`config.mk`:
```
export PLATFORM = sky130hd
export DESIGN_NAME = winograd_matrix_multiply_flat
export DESIGN_NICKNAME = d
export VERILOG_FILES = /design/src/rtl/core/wmm_pkg.sv /design/src/rtl/core/wmm_if.sv /design/src/rtl/core/wmm_ctrl.sv /design/src/rtl/core/wmm_dp.sv /design/src/rtl/core/winograd_matrix_multiply.sv /design/src/flat_wrapper.sv
export SDC_FILE = /design/constraint.sdc
export NUM_CORES = 2
export LEC_CHECK = 0
export ABC_AREA = 1
export BUFFER_PORTS_ARGS = -buffer_cell sky130_fd_sc_hd__buf_2
export CORE_MARGIN = 5
export CORE_UTILIZATION = 31
export CTS_BUF_LIST = sky130_fd_sc_hd__clkbuf_16
export CTS_CLUSTER_SIZE = 8
export DETAILED_ROUTE_END_ITERATION = 7
export PLACE_DENSITY = 0.51
export SYNTH_ARGS = -nofsm -noshare
export SYNTH_HDL_FRONTEND = slang
export SYNTH_SLANG_ARGS = --single-unit
export TNS_END_PERCENT = 100
```
`constraint.sdc`:
```
create_clock -name clk -period 12.65 [get_ports clk]
set_input_delay 2.53 -clock clk [delete_from_list [all_inputs] [get_ports clk]]
set_output_delay 2.53 -clock clk [all_outputs]
set_load 0.02 [all_outputs]
```
`src/rtl/core/wmm_pkg.sv`:
```
// Shared types and constants for the Winograd matrix multiply block.
// No dependencies; used by the interfaces, controller, datapath and checker.
package wmm_pkg;

  localparam int MAX_DIM_DEF    = 8;
  localparam int ELEM_WIDTH_DEF = 16;

  localparam int CMD_W     = 2;
  localparam int IDX_BITS  = 3;
  localparam int VALUE_W   = 16;
  localparam int PROD_W    = 64;
  localparam int DIM_W     = 4;
  localparam int CFG_IDX_W = 2;

  localparam logic [DIM_W-1:0] DIM_RESET = 4'd8;

  typedef enum logic [CMD_W-1:0] {
    CMD_LOAD_A  = 2'd0,
    CMD_LOAD_B  = 2'd1,
    CMD_COMPUTE = 2'd2
  } cmd_t;

  localparam logic [CFG_IDX_W-1:0] REG_A_ROWS     = 2'd0;
  localparam logic [CFG_IDX_W-1:0] REG_INNER_SIZE = 2'd1;
  localparam logic [CFG_IDX_W-1:0] REG_B_COLUMNS  = 2'd2;

  typedef enum logic [1:0] {
    KIND_ROWF,
    KIND_COLF,
    KIND_CROSS,
    KIND_ODD
  } kind_t;

  // one multiply-accumulate term issued by the controller
  typedef struct packed {
    logic                valid;
    kind_t               kind;
    logic                first;
    logic                last;
    logic                fin;
    logic                zero;
    logic [IDX_BITS-1:0] row;
    logic [IDX_BITS-1:0] col;
    logic [IDX_BITS-1:0] idx0;
    logic [IDX_BITS-1:0] idx1;
  } term_t;

  // element write into the A or B store
  typedef struct packed {
    logic                we_a;
    logic                we_b;
    logic [IDX_BITS-1:0] row;
    logic [IDX_BITS-1:0] col;
    logic [VALUE_W-1:0]  value;
  } load_t;

endpackage

```
`src/rtl/core/wmm_if.sv`:
```
// Channel interfaces: input items, result items and configuration writes.
// Depends on wmm_pkg for field widths.
interface wmm_in_if;
  logic                              valid;
  logic                              ready;
  logic [wmm_pkg::CMD_W-1:0]         command;
  logic [wmm_pkg::IDX_BITS-1:0]      row_index;
  logic [wmm_pkg::IDX_BITS-1:0]      col_index;
  logic signed [wmm_pkg::VALUE_W-1:0] value;
  modport source (output valid, command, row_index, col_index, value, input ready);
  modport sink   (input valid, command, row_index, col_index, value, output ready);
endinterface

interface wmm_out_if;
  logic                               valid;
  logic                               ready;
  logic signed [wmm_pkg::PROD_W-1:0]  product;
  logic [wmm_pkg::IDX_BITS-1:0]       out_row;
  logic [wmm_pkg::IDX_BITS-1:0]       out_col;
  logic                               last;
  modport source (output valid, product, out_row, out_col, last, input ready);
  modport sink   (input valid, product, out_row, out_col, last, output ready);
endinterface

interface wmm_cfg_if;
  logic                          valid;
  logic                          ready;
  logic [wmm_pkg::CFG_IDX_W-1:0] index;
  logic [wmm_pkg::DIM_W-1:0]     data;
  modport source (output valid, index, data, input ready);
  modport sink   (input valid, index, data, output ready);
endinterface

```
`src/rtl/core/wmm_ctrl.sv`:
```
// Controller: configuration registers, load decode and the term sequencer.
// Depends on wmm_pkg and the channel interfaces in wmm_if.sv.
module wmm_ctrl #(
  parameter int MAX_DIM = wmm_pkg::MAX_DIM_DEF
) (
  input  logic           clk,
  input  logic           rst_n,
  wmm_in_if.sink         in_ch,
  wmm_cfg_if.sink        cfg_ch,
  input  logic           adv,
  output wmm_pkg::term_t term,
  output wmm_pkg::load_t load
);

  localparam int IDX_W = (MAX_DIM > 1) ? $clog2(MAX_DIM) : 1;
  localparam int CNT_W = $clog2(MAX_DIM + 1);

  typedef enum logic [2:0] {
    S_IDLE,
    S_ROWF,
    S_COLF,
    S_GAP,
    S_ELEM
  } state_t;

  state_t                     state_r;
  logic [wmm_pkg::DIM_W-1:0]  a_rows_r;
  logic [wmm_pkg::DIM_W-1:0]  inner_r;
  logic [wmm_pkg::DIM_W-1:0]  b_cols_r;
  logic [CNT_W-1:0]           rows_r;
  logic [CNT_W-1:0]           n_r;
  logic [CNT_W-1:0]           cols_r;
  logic [IDX_W-1:0]           k_r;
  logic [IDX_W-1:0]           j_r;
  logic [CNT_W-1:0]           i_r;

  logic             in_acc;
  logic             cfg_acc;
  logic             idx_ok;
  logic [CNT_W-1:0] half;
  logic [CNT_W-1:0] fterm;
  logic [CNT_W-1:0] eterm;
  logic             last_k;
  logic             last_j;
  logic             last_if;
  logic             last_ie;
  logic             odd_term;
  logic [CNT_W:0]   two_i;

  function automatic logic [CNT_W-1:0] clamp_dim(input logic [wmm_pkg::DIM_W-1:0] v);
    if (v == '0) return CNT_W'(1);
    if (int'(v) > MAX_DIM) return CNT_W'(MAX_DIM);
    return CNT_W'(v);
  endfunction

  assign in_ch.ready  = (state_r == S_IDLE);
  assign cfg_ch.ready = 1'b1;
  assign in_acc       = in_ch.valid && in_ch.ready;
  assign cfg_acc      = cfg_ch.valid && cfg_ch.ready;
  assign idx_ok       = (int'(in_ch.row_index) < MAX_DIM) && (int'(in_ch.col_index) < MAX_DIM);

  assign half     = n_r >> 1;
  assign fterm    = (half == '0) ? CNT_W'(1) : half;
  assign eterm    = half + CNT_W'(n_r[0]);
  assign last_k   = (CNT_W'(k_r) == rows_r - CNT_W'(1));
  assign last_j   = (CNT_W'(j_r) == cols_r - CNT_W'(1));
  assign last_if  = (i_r == fterm - CNT_W'(1));
  assign last_ie  = (i_r == eterm - CNT_W'(1));
  assign odd_term = n_r[0] && (i_r == half);
  assign two_i    = {i_r, 1'b0};

  always_comb begin
    load.we_a  = in_acc && idx_ok && (in_ch.command == wmm_pkg::CMD_LOAD_A);
    load.we_b  = in_acc && idx_ok && (in_ch.command == wmm_pkg::CMD_LOAD_B);
    load.row   = in_ch.row_index;
    load.col   = in_ch.col_index;
    load.value = in_ch.value;
  end

  always_comb begin
    term       = '0;
    term.row   = wmm_pkg::IDX_BITS'(k_r);
    term.col   = wmm_pkg::IDX_BITS'(j_r);
    term.idx0  = wmm_pkg::IDX_BITS'(two_i);
    term.idx1  = wmm_pkg::IDX_BITS'(two_i + (CNT_W+1)'(1));
    term.zero  = (half == '0);
    case (state_r)
      S_ROWF: begin
        term.valid = 1'b1;
        term.kind  = wmm_pkg::KIND_ROWF;
        term.first = (i_r == '0);
        term.last  = last_if;
        term.col   = '0;
      end
      S_COLF: begin
        term.valid = 1'b1;
        term.kind  = wmm_pkg::KIND_COLF;
        term.first = (i_r == '0);
        term.last  = last_if;
        term.row   = '0;
      end
      S_ELEM: begin
        term.valid = 1'b1;
        term.kind  = odd_term ? wmm_pkg::KIND_ODD : wmm_pkg::KIND_CROSS;
        term.first = (i_r == '0);
        term.last  = last_ie;
        term.fin   = last_ie && last_j && last_k;
        term.zero  = 1'b0;
        if (odd_term) begin
          term.idx0 = wmm_pkg::IDX_BITS'(n_r - CNT_W'(1));
        end
      end
      default: begin
        term.valid = 1'b0;
      end
    endcase
  end

  always_ff @(posedge clk) begin
    if (!rst_n) begin
      state_r  <= S_IDLE;
      a_rows_r <= wmm_pkg::DIM_RESET;
      inner_r  <= wmm_pkg::DIM_RESET;
      b_cols_r <= wmm_pkg::DIM_RESET;
      rows_r   <= CNT_W'(1);
      n_r      <= CNT_W'(1);
      cols_r   <= CNT_W'(1);
      k_r      <= '0;
      j_r      <= '0;
      i_r      <= '0;
    end else begin
      if (cfg_acc) begin
        case (cfg_ch.index)
          wmm_pkg::REG_A_ROWS:     a_rows_r <= cfg_ch.data;
          wmm_pkg::REG_INNER_SIZE: inner_r  <= cfg_ch.data;
          wmm_pkg::REG_B_COLUMNS:  b_cols_r <= cfg_ch.data;
          default: ;
        endcase
      end
      case (state_r)
        S_IDLE: begin
          if (in_acc && (in_ch.command == wmm_pkg::CMD_COMPUTE)) begin
            rows_r  <= clamp_dim(a_rows_r);
            n_r     <= clamp_dim(inner_r);
            cols_r  <= clamp_dim(b_cols_r);
            k_r     <= '0;
            j_r     <= '0;
            i_r     <= '0;
            state_r <= S_ROWF;
          end
        end
        S_ROWF: begin
          if (adv) begin
            if (last_if) begin
              i_r <= '0;
              if (last_k) begin
                k_r     <= '0;
                state_r <= S_COLF;
              end else begin
                k_r <= k_r + IDX_W'(1);
              end
            end else begin
              i_r <= i_r + CNT_W'(1);
            end
          end
        end
        S_COLF: begin
          if (adv) begin
            if (last_if) begin
              i_r <= '0;
              if (last_j) begin
                j_r     <= '0;
                state_r <= S_GAP;
              end else begin
                j_r <= j_r + IDX_W'(1);
              end
            end else begin
              i_r <= i_r + CNT_W'(1);
            end
          end
        end
        // a bubble state so the last column factor is written before it is read
        S_GAP: begin
          if (adv) begin
            state_r <= S_ELEM;
          end
        end
        S_ELEM: begin
          if (adv) begin
            if (last_ie) begin
              i_r <= '0;
              if (last_j) begin
                j_r <= '0;
                if (last_k) begin
                  k_r     <= '0;
                  state_r <= S_IDLE;
                end else begin
                  k_r <= k_r + IDX_W'(1);
                end
              end else begin
                j_r <= j_r + IDX_W'(1);
              end
            end else begin
              i_r <= i_r + CNT_W'(1);
            end
          end
        end
        default: begin
          state_r <= S_IDLE;
        end
      endcase
    end
  end

endmodule

```
`src/rtl/core/wmm_dp.sv`:
```
// Datapath: A/B element stores, factor registers and the
// read / multiply / accumulate pipeline feeding the output register.
// Depends on wmm_pkg and wmm_out_if in wmm_if.sv.
module wmm_dp #(
  parameter int MAX_DIM    = wmm_pkg::MAX_DIM_DEF,
  parameter int ELEM_WIDTH = wmm_pkg::ELEM_WIDTH_DEF
) (
  input  logic           clk,
  input  logic           rst_n,
  input  wmm_pkg::term_t term,
  input  wmm_pkg::load_t load,
  output logic           adv,
  wmm_out_if.source      out_ch
);

  localparam int IDX_W = (MAX_DIM > 1) ? $clog2(MAX_DIM) : 1;
  localparam int DEPTH = MAX_DIM * MAX_DIM;
  localparam int AW    = (DEPTH > 1) ? $clog2(DEPTH) : 1;
  localparam int OPW   = ELEM_WIDTH + 1;
  localparam int MULW  = 2 * ELEM_WIDTH + 2;
  localparam int PW    = wmm_pkg::PROD_W;

  logic [ELEM_WIDTH-1:0] a_mem [DEPTH];
  logic [ELEM_WIDTH-1:0] b_mem [DEPTH];
  logic [PW-1:0]         rf_r  [MAX_DIM];
  logic [PW-1:0]         cf_r  [MAX_DIM];

  logic [ELEM_WIDTH-1:0] wdata;
  logic [AW-1:0]         waddr;
  logic [AW-1:0]         ra0;
  logic [AW-1:0]         ra1;
  logic [AW-1:0]         rb0;
  logic [AW-1:0]         rb1;

  logic [ELEM_WIDTH-1:0] a0_r;
  logic [ELEM_WIDTH-1:0] a1_r;
  logic [ELEM_WIDTH-1:0] b0_r;
  logic [ELEM_WIDTH-1:0] b1_r;
  wmm_pkg::term_t        t1_r;

  logic signed [OPW-1:0]  op1;
  logic signed [OPW-1:0]  op2;
  logic signed [MULW-1:0] mul;
  logic [PW-1:0]          prod_r;
  logic [PW-1:0]          init_r;
  wmm_pkg::term_t         t2_r;

  logic [PW-1:0]               acc_r;
  logic [PW-1:0]               sum;
  logic                        elem2;
  logic                        emit;
  logic                        out_v_r;
  logic [PW-1:0]               product_r;
  logic [wmm_pkg::IDX_BITS-1:0] out_row_r;
  logic [wmm_pkg::IDX_BITS-1:0] out_col_r;
  logic                        out_last_r;

  function automatic logic [AW-1:0] addr_of(input logic [IDX_W-1:0] r,
                                            input logic [IDX_W-1:0] c);
    return AW'(int'(r) * MAX_DIM + int'(c));
  endfunction

  assign adv   = !out_v_r || out_ch.ready;
  assign wdata = ELEM_WIDTH'(signed'(load.value));
  assign waddr = addr_of(load.row[IDX_W-1:0], load.col[IDX_W-1:0]);
  assign ra0   = addr_of(term.row[IDX_W-1:0], term.idx0[IDX_W-1:0]);
  assign ra1   = addr_of(term.row[IDX_W-1:0], term.idx1[IDX_W-1:0]);
  assign rb0   = addr_of(term.idx0[IDX_W-1:0], term.col[IDX_W-1:0]);
  assign rb1   = addr_of(term.idx1[IDX_W-1:0], term.col[IDX_W-1:0]);

  // element stores, two registered read ports each
  always_ff @(posedge clk) begin
    if (load.we_a) begin
      a_mem[waddr] <= wdata;
    end
    if (load.we_b) begin
      b_mem[waddr] <= wdata;
    end
    if (adv) begin
      a0_r <= a_mem[ra0];
      a1_r <= a_mem[ra1];
      b0_r <= b_mem[rb0];
      b1_r <= b_mem[rb1];
    end
  end

  always_comb begin
    case (t1_r.kind)
      wmm_pkg::KIND_ROWF: begin
        op1 = OPW'(signed'(a0_r));
        op2 = OPW'(signed'(a1_r));
      end
      wmm_pkg::KIND_COLF: begin
        op1 = OPW'(signed'(b0_r));
        op2 = OPW'(signed'(b1_r));
      end
      wmm_pkg::KIND_CROSS: begin
        op1 = OPW'(signed'(a0_r)) + OPW'(signed'(b1_r));
        op2 = OPW'(signed'(a1_r)) + OPW'(signed'(b0_r));
      end
      default: begin
        op1 = OPW'(signed'(a0_r));
        op2 = OPW'(signed'(b0_r));
      end
    endcase
    // no pairs: both operands forced, the entries read may never have been loaded
    if (t1_r.zero) begin
      op1 = '0;
      op2 = '0;
    end
  end

  assign mul = op1 * op2;

  always_ff @(posedge clk) begin
    if (adv) begin
      prod_r <= PW'(mul);
      if (t1_r.kind == wmm_pkg::KIND_CROSS || t1_r.kind == wmm_pkg::KIND_ODD) begin
        init_r <= PW'(0) - rf_r[t1_r.row[IDX_W-1:0]] - cf_r[t1_r.col[IDX_W-1:0]];
      end else begin
        init_r <= '0;
      end
    end
  end

  assign elem2 = (t2_r.kind == wmm_pkg::KIND_CROSS) || (t2_r.kind == wmm_pkg::KIND_ODD);
  assign sum   = (t2_r.first ? init_r : acc_r) + prod_r;
  assign emit  = t2_r.valid && t2_r.last && elem2;

  always_ff @(posedge clk) begin
    if (adv && t2_r.valid) begin
      acc_r <= sum;
      if (t2_r.last) begin
        case (t2_r.kind)
          wmm_pkg::KIND_ROWF: rf_r[t2_r.row[IDX_W-1:0]] <= sum;
          wmm_pkg::KIND_COLF: cf_r[t2_r.col[IDX_W-1:0]] <= sum;
          default: ;
        endcase
      end
    end
    if (adv && emit) begin
      product_r  <= sum;
      out_row_r  <= t2_r.row;
      out_col_r  <= t2_r.col;
      out_last_r <= t2_r.fin;
    end
  end

  // stage tags and output valid
  always_ff @(posedge clk) begin
    if (!rst_n) begin
      t1_r    <= '0;
      t2_r    <= '0;
      out_v_r <= 1'b0;
    end else if (adv) begin
      t1_r    <= term;
      t2_r    <= t1_r;
      out_v_r <= emit;
    end
  end

  assign out_ch.valid   = out_v_r;
  assign out_ch.product = product_r;
  assign out_ch.out_row = out_row_r;
  assign out_ch.out_col = out_col_r;
  assign out_ch.last    = out_last_r;

endmodule

```
`src/rtl/core/winograd_matrix_multiply.sv`:
```
// Load: elements are accepted while idle. Compute: F terms per row factor and per
// column factor, a gap, then E terms per element, F = max(n/2,1), E = n/2 + (n odd).
// Terms pass read and multiply registers: one term per cycle, one multiplier and one
// result per element. Output stalls freeze the whole pipeline. Synchronous active-low
// reset clears control, sets a_rows, inner_size, b_columns to 8; element stores undefined.
// Top level: joins wmm_ctrl and wmm_dp; depends on wmm_pkg and wmm_if.sv.
module winograd_matrix_multiply #(
  parameter int MAX_DIM    = wmm_pkg::MAX_DIM_DEF,
  parameter int ELEM_WIDTH = wmm_pkg::ELEM_WIDTH_DEF
) (
  input  logic      clk,
  input  logic      rst_n,
  wmm_in_if.sink    in_ch,
  wmm_out_if.source out_ch,
  wmm_cfg_if.sink   cfg_ch
);

  logic           adv;
  wmm_pkg::term_t term;
  wmm_pkg::load_t load;

  wmm_ctrl #(
    .MAX_DIM (MAX_DIM)
  ) u_ctrl (
    .clk    (clk),
    .rst_n  (rst_n),
    .in_ch  (in_ch),
    .cfg_ch (cfg_ch),
    .adv    (adv),
    .term   (term),
    .load   (load)
  );

  wmm_dp #(
    .MAX_DIM    (MAX_DIM),
    .ELEM_WIDTH (ELEM_WIDTH)
  ) u_dp (
    .clk    (clk),
    .rst_n  (rst_n),
    .term   (term),
    .load   (load),
    .adv    (adv),
    .out_ch (out_ch)
  );

endmodule

```
`src/flat_wrapper.sv`:
```
// flat-port wrapper written by rule: the top's interface ports become plain ports
module winograd_matrix_multiply_flat 
#(
  parameter int MAX_DIM    = wmm_pkg::MAX_DIM_DEF,
  parameter int ELEM_WIDTH = wmm_pkg::ELEM_WIDTH_DEF
)
  (clk, rst_n, in_ch_valid, in_ch_command, in_ch_row_index, in_ch_col_index, in_ch_value, in_ch_ready, out_ch_valid, out_ch_product, out_ch_out_row, out_ch_out_col, out_ch_last, out_ch_ready, cfg_ch_valid, cfg_ch_index, cfg_ch_data, cfg_ch_ready);
  wmm_in_if in_ch_i ();
  wmm_out_if out_ch_i ();
  wmm_cfg_if cfg_ch_i ();
  input  logic clk;
  input  logic rst_n;
  input wire logic [$bits(in_ch_i.valid)-1:0] in_ch_valid;
  input wire logic [$bits(in_ch_i.command)-1:0] in_ch_command;
  input wire logic [$bits(in_ch_i.row_index)-1:0] in_ch_row_index;
  input wire logic [$bits(in_ch_i.col_index)-1:0] in_ch_col_index;
  input wire logic [$bits(in_ch_i.value)-1:0] in_ch_value;
  output wire logic [$bits(in_ch_i.ready)-1:0] in_ch_ready;
  output wire logic [$bits(out_ch_i.valid)-1:0] out_ch_valid;
  output wire logic [$bits(out_ch_i.product)-1:0] out_ch_product;
  output wire logic [$bits(out_ch_i.out_row)-1:0] out_ch_out_row;
  output wire logic [$bits(out_ch_i.out_col)-1:0] out_ch_out_col;
  output wire logic [$bits(out_ch_i.last)-1:0] out_ch_last;
  input wire logic [$bits(out_ch_i.ready)-1:0] out_ch_ready;
  input wire logic [$bits(cfg_ch_i.valid)-1:0] cfg_ch_valid;
  input wire logic [$bits(cfg_ch_i.index)-1:0] cfg_ch_index;
  input wire logic [$bits(cfg_ch_i.data)-1:0] cfg_ch_data;
  output wire logic [$bits(cfg_ch_i.ready)-1:0] cfg_ch_ready;
  assign in_ch_i.valid = in_ch_valid;
  assign in_ch_i.command = in_ch_command;
  assign in_ch_i.row_index = in_ch_row_index;
  assign in_ch_i.col_index = in_ch_col_index;
  assign in_ch_i.value = in_ch_value;
  assign in_ch_ready = in_ch_i.ready;
  assign out_ch_valid = out_ch_i.valid;
  assign out_ch_product = out_ch_i.product;
  assign out_ch_out_row = out_ch_i.out_row;
  assign out_ch_out_col = out_ch_i.out_col;
  assign out_ch_last = out_ch_i.last;
  assign out_ch_i.ready = out_ch_ready;
  assign cfg_ch_i.valid = cfg_ch_valid;
  assign cfg_ch_i.index = cfg_ch_index;
  assign cfg_ch_i.data = cfg_ch_data;
  assign cfg_ch_ready = cfg_ch_i.ready;
  winograd_matrix_multiply #(.MAX_DIM(MAX_DIM), .ELEM_WIDTH(ELEM_WIDTH)) u_core (.clk(clk), .rst_n(rst_n), .in_ch(in_ch_i), .out_ch(out_ch_i), .cfg_ch(cfg_ch_i));
endmodule
```
# After elaboration in Yosys (flattened, before gate mapping)
# Memory sizes are Yosys's and may differ from the RTL's. A register that Yosys moved wholly into a read port is not among the register bits.
# Cells that the tools add are included.
classes:
  order_cmp: 3
  reduce_logical: 38
  eq_ne: 32
  mux: 102
  n_addsub: 20
  n_mul: 1
op_table:
  columns: ["operator", "count"]
  rows:
  - ["$mux W3", 33]
  - ["$mux W4", 17]
  - ["$add A64 B64 Y64", 1]
  - ["$mux W64", 1]
  - ["$sub A1 B64 Y64 const A", 1]
  - ["$sub A64 B64 Y64", 1]
  - ["$pmux W17 S3", 1]
  - ["$mux W1", 41]
  - ["$add A16 B16 Y17", 2]
  - ["$mul A17 B17 Y34", 1]
  - ["$mux W17", 2]
  - ["$pmux W17 S2", 1]
  - ["$add A6 B3 Y6", 5]
  - ["$pmux W4 S3", 2]
  - ["$ne A2 B2 Y1 const B", 11]
  - ["$logic_not A4 Y1", 5]
  - ["$pmux W3 S3", 2]
  - ["$pmux W3 S5", 1]
  - ["$eq A2 B2 Y1 const B", 6]
  - ["$gt A4 B4 Y1 const B", 3]
  - ["$reduce_and A12 Y1", 1]
  - ["$sub A4 B1 Y4 const B", 3]
  - ["$logic_and A1 B1 Y1", 11]
  - ["$add A3 B1 Y3 const B", 3]
  - ["24 further kinds", 41]
totals:
  in_bits: 35
  register_bits: 296
  memories: 4
  elab_cells: 233
  ram_bits: 3072
memory_table:
  columns: ["memory", "words", "width", "rd", "rd_clocked_by_memory_dff", "write_ports", "line_no", "text"]
  rows:
  - ["u_core.u_dp.a_mem", 64, 16, 2, 2, 1, "wmm_dp.sv:23", "logic [ELEM_WIDTH-1:0] a_mem [DEPTH];"]
  - ["u_core.u_dp.b_mem", 64, 16, 2, 2, 1, "wmm_dp.sv:24", "logic [ELEM_WIDTH-1:0] b_mem [DEPTH];"]
  - ["u_core.u_dp.cf_r", 8, 64, 1, 1, 1, "wmm_dp.sv:26", "logic [PW-1:0] cf_r [MAX_DIM];"]
  - ["u_core.u_dp.rf_r", 8, 64, 1, 1, 1, "wmm_dp.sv:25", "logic [PW-1:0] rf_r [MAX_DIM];"]

# Longest topological paths before layout
logic_depth:
  depth_word: 12
  depth_mapped: 41
  ltp_nobuf: 41

# Cells and area by module
# A second synthesis with hierarchy kept.
unflattened:
  hier_cells: 16682
  area_unflattened_um2: 170189.5
by_module_without_submodules:
  columns: ["module", "cells_per_inst", "n_inst", "seq_area_each_um2", "area_each_um2"]
  rows:
  - ["wmm_dp", 16283, 1, 101807.6, 167677.1]
  - ["wmm_ctrl", 399, 1, 740.7, 2512.4]

# Worst setup path before layout
# Ideal clock, no wire load.
synth_timing:
  path_kind: "input port to flip-flop"
  from: "input out_ch_ready"
  to: "memory u_core.u_dp.cf_r[6][0] in the netlist's numbering (enable)"
  arrival_time_ns: 10.495
  setup_time_ns: 0.565
  required_ns: 12.085
  slack_ns: 1.589
  cell_stages: 7
  cell_sequence: "nor2_1 > clkbuf_1 > nor2_1 > nand3_1 > nor2_1 > nand2_1 > nor3_1"
synth_between:
  elab_chain_len: 4
synth_rtl:
  columns: ["item", "line_no", "text"]
  rows:
  - ["from (decl)", "flat_wrapper.sv:24", "input wire logic [$bits(out_ch_i.ready)-1:0] out_ch_ready;"]
  - ["$logic_or A1 B1 Y1", "wmm_dp.sv:63", "assign adv = !out_v_r || out_ch.ready;"]
  - ["$logic_and A1 B1 Y1", "wmm_dp.sv:131", "if (adv && t2_r.valid) begin"]
  - ["$mux W1", "wmm_dp.sv:131", null]
  - ["$mux W1 (implied by the code)", "wmm_dp.sv:136", "wmm_pkg::KIND_COLF: cf_r[t2_r.col[IDX_W-1:0]] <= sum;"]
  - ["to (decl)", "wmm_dp.sv:26", null]
# No other way between the ends.

# Worst setup path after layout
layout_timing:
  from: "register u_core.u_dp.t1_r[16] in the netlist's numbering"
  to: "register u_core.u_dp.prod_r[32], data pin"
layout_between:
  elab_chain_len: 4
  elab_cells_between_ends: 8
  classes_between: "mul (1); eq/ne (2); mux (4); reduce/logical (1)"
layout_rtl:
  columns: ["item", "line_no", "text"]
  rows:
  - ["from (decl)", "wmm_dp.sv:39", "wmm_pkg::term_t t1_r;"]
  - ["from (signal assigned)", "wmm_dp.sv:156", "t1_r <= term;"]
  - ["$eq A2 B2 Y1, or another cell as far along", "wmm_dp.sv:88", "case (t1_r.kind)"]
  - ["$pmux W17 S3 / $pmux W17 S2 (equally long branches)", "wmm_dp.sv:88", null]
  - ["$mux W17", "wmm_dp.sv:107", "if (t1_r.zero) begin"]
  - ["$mul A17 B17 Y34 *", "wmm_dp.sv:113", "assign mul = op1 * op2;"]
  - ["net u_core.u_dp.mul[32]", "wmm_dp.sv:43", "logic signed [MULW-1:0] mul;"]
  - ["to (signal assigned)", "wmm_dp.sv:117", "prod_r <= PW'(mul);"]
  - ["to (decl)", "wmm_dp.sv:44", "logic [PW-1:0] prod_r;"]
# Mark *: on every way through the listed nets, which the timed path passes. The rest lies on a longest branch.
# A chain may end at the register's enable or synchronous reset.

==> metrics.txt <==
status complete, no violations; filler instances 49766; multi-input logic area 47700 µm²; row count 261; hold path start u_core.u_dp.t2_r[13]; routed len/inst 24.0 µm; die area 522000 µm²; RSZ-0062 raised after global routing false; Worst Tran Pin Value 1.25 ns; Post-CTS Setup Repair Bufs 0; post-cts sizing count 0; area leader, netlist edfxtp_1; hpwl dp 312 mm; Main synth FF type edfxtp_1; # Max-Cap Violations 0; grt total ovfl 0; Clock Latency Late Sink 1.02 ns; Max stage delay on crit path 0.88 ns; Clock Path Buffers 4; Slew Viols, Final 0; Antenna Nets Post-Route 0; gr usage total 0.184; Mean Syn Cell Area 11.4 µm²; I/O Buffers 107; vias in the first global route 101936; CP Capture Type flip-flop; top post-synthesis cells by area edfxtp_1 64%, o21ai_0 5.3%, nor2_1 5.0%; Initial Util 0.311; Die Ht 722 µm; syn_nets 14400; layout cell share with drive strength beyond 1 0.0829; worst setup path startpoint u_core.u_dp.t1_r[16]; Max Freq 119 MHz; crit path kind reg2reg; Syn Inst Count 13747; CP Max Fanout 22; final hold violation count 0; CORE AREA 506000 µm²; Leakage 0.0642 µW; final wirelength 498 mm; worst setup margin 4.27 ns; initial antenna violation count 36; DR vias 105228; final std cells w/o fill 20696; Via density 5.08; synth unique cells 60; final period utilization 0.663; placed insts 20135; Ys Warns 0; DRC viols 0; synthesized flop and latch total 3438; Seq. cell area 103000 µm²; Power per Cell Area 305 nW/µm²; sum of negative setup slack 0 ns; first-pass GRT wire length 718 mm; total power 54700 µW; largest net degree at the start of global routing 183; io pins 109; CP top delay family adder cells; crit path DAT 9.07 ns; register area share after synthesis 0.652; Placer Congestion 0.953; Worst setup SP type flip-flop; R2R Path Start u_core.u_dp.t1_r[16]; Synth top area share 0.643; Max H-tree Level 5; P&R area growth vs syn 13.9%; WP buf/inv 9; cts bufs inserted 471; worst hold path type reg2reg; critical path's slowest cell ha_1; Final #Nets 14555; clk sinks 3438; clock-pin slew on the worst setup and hold paths 0.05 ns; CTS Hold Bufs 0; Synth top cells by count 3369 x edfxtp_1, 2082 x nor2_1, 1673 x o21ai_0; Die X 722 µm; setup violators final 0; Most Frequent Cell on Critical Path inv_1; Synth async-reset ratio 0; clk root buf clkbuf_16; CP Data Required Time 13.34 ns; CTS tree built; final period demand of the worst path 8.38 ns; top-count cell post-synth edfxtp_1; number of synthesized flops with an enable pin 3369; worst slack, placed 4.28 ns; clk_skew 0.0905 ns; Slew HR 0.164; DRT Pass-1 Iters 6; Synth Cell Area 157000 µm²; worst vdd ir 0.000595 V; DRT iter0 DRCs 9416
placed cells by master (no fill, tap or decap), types with 18 or more instances in the layout:
cell type and instances:
ha_1 317, a31oi_1 45, o211ai_1 75, o21bai_1 27
xor2_1 51, xor2_2 25, a21oi_1 367, nand4_1 27
o21ai_0 1672, o21a_1 18, a21o_1 30, clkbuf_16 476
nand3_1 711, dfxtp_1 60, fa_1 301, buf_4 285
nor2_4 22, buf_2 91, nor2_2 76, nor3_1 50
xnor2_1 22, nor2_1 1989, edfxtp_1 3369, nand2_1 1538
mux2_2 63, o221ai_1 317, inv_1 1309, o21ai_1 124
o22ai_1 320
flip-flops by register name, indices dropped and copies added, names as in the netlist, 34 cells and up, named ones only:
signal	flops
u_core.u_dp.b_mem	1024
u_core.u_dp.a_mem	1024
u_core.u_dp.rf_r	512
u_core.u_dp.cf_r	512
u_core.u_dp.init_r	64
u_core.u_dp.out_ch.product	64
u_core.u_dp.prod_r	34
u_core.u_dp.acc_r	64
kinds of logic after synthesis:
| group | count (synthesis) | share of synthesized area |
|---|---|---|
| mux | 63 | 0.00451 |
| compound gates | 3045 | 0.111 |
| other cells | 1 | 0.0000238 |
| simple gates | 4466 | 0.114 |
| fa+ha+maj | 618 | 0.0635 |
| buf+inv | 2012 | 0.0493 |
| flops | 3438 | 0.652 |
| xor+xnor | 104 | 0.00579 |
per-layer routing:
layer,vias to the layer above,share of wire,global-route usage
li1,48679,-,-
met1,52771,0.43,0.247
met2,2983,0.48,0.307
met3,787,0.051,0.0228
met4,8,0.038,0.0664
met5,-,0.00011,0
metrics by stage:
| stage | hold slack (ns) | area, µm² | utilization |
|---|---|---|---|
| 2_1_floorplan | 0.403 | 157000 | - |
| 6_report | 0.436 | 179000 | 0.354 |
| 4_1_cts | 0.443 | 179000 | 0.354 |
| 5_1_grt | 0.455 | 179000 | 0.354 |
| 3_5_place_dp | 0.428 | 167000 | 0.329 |
| 3_3_place_gp | 0.440 | 167000 | 0.329 |
area by class of cell:
type	count	share of cell area
sequential	3438	0.572
multi-input combinational	8297	0.266
clock buffer	476	0.0665
tap	6706	0.0468
inverter	1293	0.0274
timing repair buffer	401	0.0166
clock inverter	68	0.00383
antenna	17	0.000237
worst reg2reg max path, delay by kind of cell (launching register included):
kind | cells | cell delay, ns
buffers and inverters | 9 | 1.36
adders and majority gates | 8 | 4.32
AOI/OAI and AO/OA | 3 | 0.55
and+or+nand+nor | 7 | 1.46
DFF | 1 | 0.39
where the power goes:
part           switching, µW  internal [µW]
sequential               293          15600
combinational          19000           8520
clock                   4650           6590
total                  24000          30800
worst paths after layout:
check | to | slack [ns] | cells past startpoint
max | u_core.u_dp.prod_r[32] | 4.27 | 27
min | u_core.u_dp.out_ch.last | 0.44 | 0
max reg2reg | u_core.u_dp.prod_r[32] | 4.27 | 27
min reg2reg | u_core.u_dp.out_ch.last | 0.44 | 0
(Power assumes the default switching activity.)
